File: config.mk
export PLATFORM = sky130hd
export DESIGN_NAME = size_matched_block_recycle_pool_top
export DESIGN_NICKNAME = d
export VERILOG_FILES = /design/src/sv/smbrp_pkg.sv /design/src/sv/smbrp_cell.sv /design/src/sv/size_matched_block_recycle_pool_top.sv
export SDC_FILE = /design/constraint.sdc
export NUM_CORES = 2
export LEC_CHECK = 0
export BUFFER_PORTS_ARGS = -buffer_cell sky130_fd_sc_hd__buf_2
export CAP_MARGIN = 10
export CORE_ASPECT_RATIO = 0.6
export CORE_MARGIN = 2
export CORE_UTILIZATION = 35
export CTS_BUF_LIST = sky130_fd_sc_hd__clkbuf_8
export DETAILED_ROUTE_END_ITERATION = 16
export PLACE_DENSITY = 0.58
export SLEW_MARGIN = 25
export SYNTH_ARGS = -nofsm -noshare
export SYNTH_HDL_FRONTEND = slang
export SYNTH_HIERARCHICAL = 1
export SYNTH_SLANG_ARGS = --single-unit
File: constraint.sdc
create_clock -name clk_i -period 16.6 [get_ports clk_i]
set_input_delay 1.66 -clock clk_i [delete_from_list [all_inputs] [get_ports clk_i]]
set_output_delay 1.66 -clock clk_i [all_outputs]
set_load 0.03 [all_outputs]
File: src/sv/smbrp_pkg.sv
`timescale 1ns / 1ps

package smbrp_pkg;

  localparam int PoolDepth = 16;
  localparam int CntW      = $clog2(PoolDepth + 1);
  localparam int SizeW     = 32;
  localparam int HandleW   = 32;
  localparam int CmdW      = 2;
  localparam int ActW      = 3;

  typedef enum logic [CmdW-1:0] {
    CMD_ALLOC   = 2'd0,
    CMD_RELEASE = 2'd1,
    CMD_PURGE   = 2'd2
  } cmd_e;

  typedef enum logic [ActW-1:0] {
    ACT_HIT    = 3'd0,
    ACT_MISS   = 3'd1,
    ACT_STORED = 3'd2,
    ACT_FREE   = 3'd3,
    ACT_PURGED = 3'd4
  } action_e;

  typedef enum logic [2:0] {
    ST_IDLE,
    ST_ALLOC,
    ST_EVICT,
    ST_STORE,
    ST_REL_FREE,
    ST_PURGE
  } state_e;

  typedef struct packed {
    logic capture;
    logic shift;
    logic load;
  } cell_ctrl_t;

endpackage

File: src/sv/smbrp_cell.sv
`timescale 1ns / 1ps

module smbrp_cell (
  input  logic                          clk_i,
  input  smbrp_pkg::cell_ctrl_t         ctrl_i,
  input  logic                          live_i,
  input  logic                          seen_i,
  input  logic [smbrp_pkg::SizeW-1:0]   cmp_size_i,
  input  logic [smbrp_pkg::SizeW-1:0]   new_size_i,
  input  logic [smbrp_pkg::HandleW-1:0] new_handle_i,
  input  logic [smbrp_pkg::SizeW-1:0]   nbr_size_i,
  input  logic [smbrp_pkg::HandleW-1:0] nbr_handle_i,
  output logic [smbrp_pkg::SizeW-1:0]   size_o,
  output logic [smbrp_pkg::HandleW-1:0] handle_o,
  output logic                          seen_o,
  output logic                          hit_o
);
  import smbrp_pkg::*;

  logic [SizeW-1:0]   size_q;
  logic [HandleW-1:0] handle_q;
  logic               match_q;

  // shift takes the younger neighbor's entry, load appends a new one
  always_ff @(posedge clk_i) begin
    if (ctrl_i.shift) begin
      size_q   <= nbr_size_i;
      handle_q <= nbr_handle_i;
    end else if (ctrl_i.load) begin
      size_q   <= new_size_i;
      handle_q <= new_handle_i;
    end
    if (ctrl_i.capture) begin
      match_q <= (size_q == cmp_size_i);
    end
  end

  // first live match wins; the chain tells younger cells a hit was seen
  assign hit_o    = match_q & live_i & ~seen_i;
  assign seen_o   = seen_i | hit_o;
  assign size_o   = size_q;
  assign handle_o = handle_q;

endmodule

File: src/sv/size_matched_block_recycle_pool_top.sv
`timescale 1ns / 1ps
// allocate: busy for one cycle, result registered from the alloc state, next accept at its transfer edge
// release: one result (stored, or free when disabled), or two (free oldest, stored) when full
// purge: one free per held entry, one per cycle, then purge done; busy until purge done is registered
// each result is strobed for one cycle; the receiver cannot stall
// reset empties the pool and enables it; entry contents need no clearing
module size_matched_block_recycle_pool_top (
  input  logic                          clk_i,
  input  logic                          rst_ni,
  input  logic                          start_i,
  output logic                          busy_o,
  input  logic [smbrp_pkg::CmdW-1:0]    command_i,
  input  logic [smbrp_pkg::SizeW-1:0]   request_size_i,
  input  logic [smbrp_pkg::HandleW-1:0] block_handle_i,
  output logic                          result_valid_o,
  output logic [smbrp_pkg::ActW-1:0]    action_o,
  output logic [smbrp_pkg::HandleW-1:0] handle_o,
  output logic                          last_o
);
  import smbrp_pkg::*;

  // sequencer state
  state_e state_q, state_d;

  // latched command payload, used by store and pass-through free
  logic [SizeW-1:0]   size_q;
  logic [HandleW-1:0] handle_q;

  // fill level of the cell row and the enable flag
  logic [CntW-1:0] count_q, count_d;
  logic            enabled_q, enabled_d;

  // registered result transfer
  logic               res_valid_q, res_valid_d;
  logic [ActW-1:0]    res_action_q, res_action_d;
  logic [HandleW-1:0] res_handle_q, res_handle_d;
  logic               res_last_q, res_last_d;

  // cell row wiring
  cell_ctrl_t         ctrl   [PoolDepth];
  logic               live   [PoolDepth];
  logic               seen   [PoolDepth];
  logic               hit    [PoolDepth];
  logic [SizeW-1:0]   c_size [PoolDepth];
  logic [HandleW-1:0] c_hnd  [PoolDepth];

  logic               accept;
  logic               hit_any;
  logic [HandleW-1:0] hit_handle;
  logic               shift_all;
  logic               shift_hit;
  logic               load_new;

  assign accept  = start_i & ~busy_o;
  assign busy_o  = (state_q != ST_IDLE);
  assign hit_any = seen[PoolDepth-1];

  // one-hot select of the matching cell's handle
  always_comb begin
    hit_handle = '0;
    for (int i = 0; i < PoolDepth; i++) begin
      hit_handle = hit_handle | ({HandleW{hit[i]}} & c_hnd[i]);
    end
  end

  // cell row: cell 0 holds the oldest entry
  for (genvar g = 0; g < PoolDepth; g++) begin : g_cell
    logic [SizeW-1:0]   nbr_size;
    logic [HandleW-1:0] nbr_hnd;
    logic               seen_in;

    if (g == PoolDepth - 1) begin : g_end
      assign nbr_size = '0;
      assign nbr_hnd  = '0;
    end else begin : g_mid
      assign nbr_size = c_size[g+1];
      assign nbr_hnd  = c_hnd[g+1];
    end

    if (g == 0) begin : g_head
      assign seen_in = 1'b0;
    end else begin : g_tail
      assign seen_in = seen[g-1];
    end

    assign live[g]         = (CntW'(g) < count_q);
    assign ctrl[g].capture = accept;
    // on a hit, the hit cell and every younger one take their neighbor's entry
    assign ctrl[g].shift   = shift_all | (shift_hit & seen[g]);
    assign ctrl[g].load    = load_new & (CntW'(g) == count_q);

    smbrp_cell u_cell (
      .clk_i        (clk_i),
      .ctrl_i       (ctrl[g]),
      .live_i       (live[g]),
      .seen_i       (seen_in),
      .cmp_size_i   (request_size_i),
      .new_size_i   (size_q),
      .new_handle_i (handle_q),
      .nbr_size_i   (nbr_size),
      .nbr_handle_i (nbr_hnd),
      .size_o       (c_size[g]),
      .handle_o     (c_hnd[g]),
      .seen_o       (seen[g]),
      .hit_o        (hit[g])
    );
  end

  // next state
  always_comb begin
    state_d = state_q;
    case (state_q)
      ST_IDLE: begin
        if (start_i) begin
          case (command_i)
            CMD_ALLOC: state_d = ST_ALLOC;
            CMD_RELEASE: begin
              if (!enabled_q) begin
                state_d = ST_REL_FREE;
              end else if (count_q == CntW'(PoolDepth)) begin
                state_d = ST_EVICT;
              end else begin
                state_d = ST_STORE;
              end
            end
            CMD_PURGE: state_d = ST_PURGE;
            default:   state_d = ST_IDLE; // unused code: dropped
          endcase
        end
      end
      ST_ALLOC:    state_d = ST_IDLE;
      ST_EVICT:    state_d = ST_STORE;
      ST_STORE:    state_d = ST_IDLE;
      ST_REL_FREE: state_d = ST_IDLE;
      ST_PURGE: begin
        if (count_q == '0) begin
          state_d = ST_IDLE;
        end
      end
      default: state_d = ST_IDLE;
    endcase
  end

  // datapath control and result generation
  always_comb begin
    count_d      = count_q;
    enabled_d    = enabled_q;
    shift_all    = 1'b0;
    shift_hit    = 1'b0;
    load_new     = 1'b0;
    res_valid_d  = 1'b0;
    res_action_d = ACT_MISS;
    res_handle_d = '0;
    res_last_d   = 1'b0;
    case (state_q)
      ST_ALLOC: begin
        // a disabled pool is empty, so this reports a miss there too
        res_valid_d = 1'b1;
        res_last_d  = 1'b1;
        if (hit_any) begin
          shift_hit    = 1'b1;
          count_d      = count_q - CntW'(1);
          res_action_d = ACT_HIT;
          res_handle_d = hit_handle;
        end else begin
          res_action_d = ACT_MISS;
        end
      end
      ST_EVICT: begin
        // pool full: free the oldest block, make room at the young end
        shift_all    = 1'b1;
        count_d      = count_q - CntW'(1);
        res_valid_d  = 1'b1;
        res_action_d = ACT_FREE;
        res_handle_d = c_hnd[0];
      end
      ST_STORE: begin
        load_new     = 1'b1;
        count_d      = count_q + CntW'(1);
        res_valid_d  = 1'b1;
        res_action_d = ACT_STORED;
        res_last_d   = 1'b1;
      end
      ST_REL_FREE: begin
        res_valid_d  = 1'b1;
        res_action_d = ACT_FREE;
        res_handle_d = handle_q;
        res_last_d   = 1'b1;
      end
      ST_PURGE: begin
        res_valid_d = 1'b1;
        if (count_q != '0) begin
          // drain oldest first, one entry per cycle
          shift_all    = 1'b1;
          count_d      = count_q - CntW'(1);
          res_action_d = ACT_FREE;
          res_handle_d = c_hnd[0];
        end else begin
          enabled_d    = 1'b0;
          res_action_d = ACT_PURGED;
          res_last_d   = 1'b1;
        end
      end
      default: begin
      end
    endcase
  end

  always_ff @(posedge clk_i or negedge rst_ni) begin
    if (!rst_ni) begin
      state_q     <= ST_IDLE;
      count_q     <= '0;
      enabled_q   <= 1'b1;
      res_valid_q <= 1'b0;
    end else begin
      state_q     <= state_d;
      count_q     <= count_d;
      enabled_q   <= enabled_d;
      res_valid_q <= res_valid_d;
    end
  end

  // payload registers
  always_ff @(posedge clk_i) begin
    if (accept) begin
      size_q   <= request_size_i;
      handle_q <= block_handle_i;
    end
    res_action_q <= res_action_d;
    res_handle_q <= res_handle_d;
    res_last_q   <= res_last_d;
  end

  assign result_valid_o = res_valid_q;
  assign action_o       = res_action_q;
  assign handle_o       = res_handle_q;
  assign last_o         = res_last_q;

endmodule

---- Word level (Yosys, flattened, before mapping) ----
Index checks and enable logic that the tools add are counted.
cells by class
  add/subtract/negate cells ............... 2
  order comparisons ....................... 16
  equality and inequality tests ........... 43
  mux-type cells .......................... 83
  bitwise gates (word level) .............. 143
  reduce and logical (&&, ||, !) cells .... 27
operators with widths
  kind                  number
  $mux W32              62
  $and A32 B32 Y32      16
  $eq A32 B32 Y1        16
  $or A32 B32 Y32       15
  $pmux W32 S4          1
  $and A1 B1 Y1         64
  $eq A4 B5 Y1 const A  8
  $lt A4 B5 Y1 const A  8
  $or A1 B1 Y1          31
  $reduce_bool A2 Y1    15
  $eq A3 B5 Y1 const A  4
  $lt A3 B5 Y1 const A  4
  $pmux W5 S4           1
  $pmux W3 S3           2
  $not A1 Y1            17
  $mux W3               4
  $pmux W3 S4           1
  $eq A2 B5 Y1 const A  2
  $lt A1 B5 Y1 const A  2
  $lt A2 B5 Y1 const A  2
  $mux W5               2
  $mux W1               8
  $eq A3 B2 Y1 const B  2
  $eq A3 B3 Y1 const B  2
  other kinds (21)      25
storage, ports and cells
  register bits after elaboration ......... 1,150
  input port bits ......................... 69
  output and inout bits ................... 38
  word-level logic and storage cells ...... 371

---- Logic depth before layout (Yosys ltp) ----
  word-level depth ........................ 52
  depth in mapped cells ................... 28
  gate-level depth less buffers ........... 24

---- Hierarchy ----
The synthesis kept the hierarchy.
by module, submodules not included
  module                               times used  cells each  area each (µm²)  sequential area each (µm²)
  smbrp_cell                           16          183         3,111.7          1,951.9
  size_matched_block_recycle_pool_top  1           733         7,340.8          2,894.0

---- Least setup slack after synthesis ----
Ideal clock, no wire load.
  path kind ............................... register -> register
  from .................................... register count_q[2]
  to ...................................... register g_cell[0].u_cell.handle_q[0] (enable)
  setup time .............................. 0.411 ns
  data arrival time ....................... 5.302 ns
  required time ........................... 16.189 ns
  setup slack ............................. 10.887 ns
  stages on the path, launching flop included .. 29
  path buffers ............................ 5
  period minus slack after synthesis ...... 5.713 ns
  cells stage by stage .................... dfrtp_1 -> clkbuf_1 -> nor3_1 -> nand2_1 -> nand2_1 -> nand2b_1 -> nand2b_1 -> nand2b_1 -> nand2b_1 -> nand2b_1 -> nand2b_1 -> nand2b_1 -> nand2b_1 -> nand2b_1 -> nand2b_1 -> nand2b_1 -> nand2b_1 -> nand2b_1 -> nand2b_1 -> nand2b_1 -> nand2b_1 -> nand2_1 -> nor3_1 -> buf_2 -> buf_2 -> a21o_1 -> buf_6 -> buf_6 -> or2_2
RTL lines
  element                   line                                        text
  start: declaration        size_matched_block_recycle_pool_top.sv:30   logic [CntW-1:0] count_q, count_d;
  start signal: assignment  size_matched_block_recycle_pool_top.sv:217  count_q <= count_d;
  end signal: assignment    smbrp_cell.sv:28                            handle_q <= nbr_handle_i;
  end signal: assignment    smbrp_cell.sv:31                            handle_q <= new_handle_i;
  end: declaration          smbrp_cell.sv:21                            logic [HandleW-1:0] handle_q;

==> results_dict.tcl <==
set metrics [dict create \
    path_delay_family "simple AND/OR/NAND/NOR gates" \
    yosysUniqueCellTypes 51 \
    ctsRootBufferMaster "clkbuf_8" \
    dr.pass1.iters 7 \
    syn_area_um2 57100 \
    r2r_end "g_cell[10].u_cell/size_o[9]" \
    grt_antenna_before_repair 7 \
    critPathMaxFanout 36 \
    cts_htree_levels 4 \
    io_buffers 106 \
    status "finished, final reports clean" \
    final_common_cell "edfxtp_1" \
    drt_iter0_markers 4662 \
    io_pins 107 \
    antennaDiodeCount 0 \
    die_h_um 317 \
    post_drt_wl_per_cell_um 30.3 \
    final_nets 3966 \
    critPathKind "flip-flop to flip-flop" \
    p_leak_nw 21.3 \
    postLayoutCoreUtil 0.393 \
    pre_cts_slack_ns 9.01 \
    crit_cells 25 \
    synth_top_area_frac 0.580 \
    syn_inst 3661 \
    hold_viol_final 0 \
    timing.rr.start "count_q[4]" \
    gp_congestion 0.884 \
    final.setup.worst_slack_ns 8.83 \
    clock_sinks 1150 \
    hold_path_class "flip-flop to flip-flop" \
    synth-edff-count 1104 \
    vias_per_cell 5.74 \
    clock_skew_ns 0.0576 \
    coreArea_um2 162000 \
    ir_worst_vdd_mv 0.0876 \
    cp-startpoint "count_q[4]" \
    cp-endpoint "g_cell[10].u_cell/size_o[9]" \
    cts_hold_buf 0 \
    cp_common_cell "nand2b_1" \
    grt_first_pass_wirelength_um 264000 \
    rows 114 \
    post-cts-setup-buffers 0 \
    reg2reg_slack_ns 8.83 \
    grt_setup_unrepaired "false" \
    postRouteAntennaNets 0 \
    die_w_um 526 \
    dieArea_um2 167000 \
    synthArstFlopShare 0.00870 \
    clock.fmax_ghz 0.129 \
    rr_worst_depth 25 \
    synth_seq_area_share 0.597 \
    ys.flop_type "edfxtp_1" \
    cp_data_arrival_time_ns 8.28 \
    synthTopCellsByArea "edfxtp_1, mux2_2, xor2_1" \
    crit_path_start_kind "flip-flop" \
    hold_ws_ns 0.506 \
    overflow 0 \
    ys_ff_latch 1150 \
    worstSetupEndpointType "flip-flop" \
    final_cell_mix "edfxtp_1, mux2_2, xor2_1, clkbuf_8" \
    grt_pass1_vias 34400 \
    cp.buffers_inverters 2 \
    period_minus_slack_ns 7.77 \
    drc_errors 0 \
    relSlewSlack 0.140 \
    worstSkewPairLatency_ns 0.92 \
    area_delta_synth_final_pct 11.2 \
    slowest_delay_ns 0.70 \
    cts_tree "yes" \
    synth_top_cell_by_area "edfxtp_1" \
    grt_max_degree 57 \
    p_total_mw 8.37 \
    finalSetupViolCount 0 \
    maxSlewViolCount 0 \
    track_usage 0.220 \
    drive_gt1_frac 0.383 \
    min_period_over_period 0.468 \
    syn_area_per_cell_um2 15.6 \
    dp_hpwl_um 115000 \
    worst-endpoint-required_ns 17.11 \
    clockBufferDepth 3 \
    clkSlewWorstSetupHoldPaths_ns 0.08 \
    cpMaxStageDelayCell "or2_4" \
    routed_wl_um 187000 \
    cts_resized 0 \
    p_per_area_nw_per_um2 132 \
    tns_ns 0 \
    worst_pin_slew_ns 1.28 \
    cts_buffers 176 \
    vias 35400 \
    cap_violations 0 \
    start_util 0.354 \
    yosysWarnings 6 \
]
worst min path at each step:
stage / startpoint / end / slack (ns) / cells past startpoint
2_1_floorplan: enabled_q / enabled_q / 0.47 / 1
3_3_place_gp: enabled_q / enabled_q / 0.49 / 1
3_5_place_dp: enabled_q / enabled_q / 0.49 / 1
4_1_cts: enabled_q / enabled_q / 0.50 / 1
5_1_grt: enabled_q / enabled_q / 0.52 / 1
6_report: enabled_q / enabled_q / 0.51 / 1
through the flow:
step	area, µm²	cells
after CTS	63500	6178
after global placement	60000	5860
after detailed placement	60100	5860
after floorplan	57400	3726
final	63500	6178
after global routing	63500	6178
synthesized netlist by cell type, types with 4 or more instances:
cell type / n
a21oi_2: 27
a22oi_1: 35
a221oi_1: 126
and3_1: 37
or2_2: 16
dfrtp_1: 9
ha_1: 5
mux2_2: 1024
nand2_1: 32
clkbuf_1: 61
xor2_1: 512
o21ai_1: 27
nand4_1: 63
o21ai_0: 10
inv_1: 6
edfxtp_1: 1104
buf_6: 101
xnor2_1: 5
nand2b_1: 20
o21bai_1: 4
a21o_1: 17
nand3_1: 5
and2_1: 7
nor3_1: 8
a22o_1: 126
nor2_1: 47
dfxtp_1: 36
a21oi_1: 9
nor4_1: 128
buf_2: 26
state kept, by name, summed over array words and instances, names as in the netlist:
signal                  cells
handle_o                   32
g_cell.u_cell/match_q      16
g_cell.u_cell/size_o      512
size_q                     32
action_o                    3
state_q                     3
g_cell.u_cell/handle_o    512
handle_q                   32
last_o                      1
result_valid_o              1
enabled_q                   1
count_q                     5
per-layer routing:
metal / wire [µm] / up-vias / part of all wire / global-route usage
li1: - / 14900 / - / -
met1: 93200 / 18200 / 0.50 / 0.357
met2: 67700 / 2083 / 0.36 / 0.271
met3: 22800 / 262 / 0.12 / 0.0702
met4: 3730 / 2 / 0.020 / 0.0548
met5: 7 / - / 0.000037 / 0
worst register-to-register path, delay by kind of cell, from the launching register on:
family	cells	cell delay, ns
compound gates	1	0.53
buf+inv	2	0.95
simple gates	22	5.19
flops	1	0.60
area by class of cell:
| class | instances | area [µm²] |
|---|---|---|
| timing repair buffer | 179 | 1080 |
| clock buffer | 192 | 2640 |
| tap | 2146 | 2690 |
| clock inverter | 126 | 774 |
| multi-input combinational | 2378 | 22200 |
| fill | 15000 | 98100 |
| sequential | 1150 | 34100 |
| inverter | 7 | 26.3 |
logic make-up after synthesis:
kind of cell / count (synthesis) / synth area share
mux: 1024 / 0.202
compound gates: 392 / 0.0560
buf+inv: 198 / 0.0269
fa+ha+maj: 5 / 0.00110
simple gates: 374 / 0.0376
other cells: 1 / 0.0000656
flops: 1150 / 0.597
xor+xnor: 517 / 0.0793
power by group:
group	total, mW	switching (mW)	internal, mW
registers	4.14	0.346	3.80
clock network	2.41	1.22	1.18
logic	1.82	1.10	0.728
Note: power is estimated with default switching activity, not from simulation.
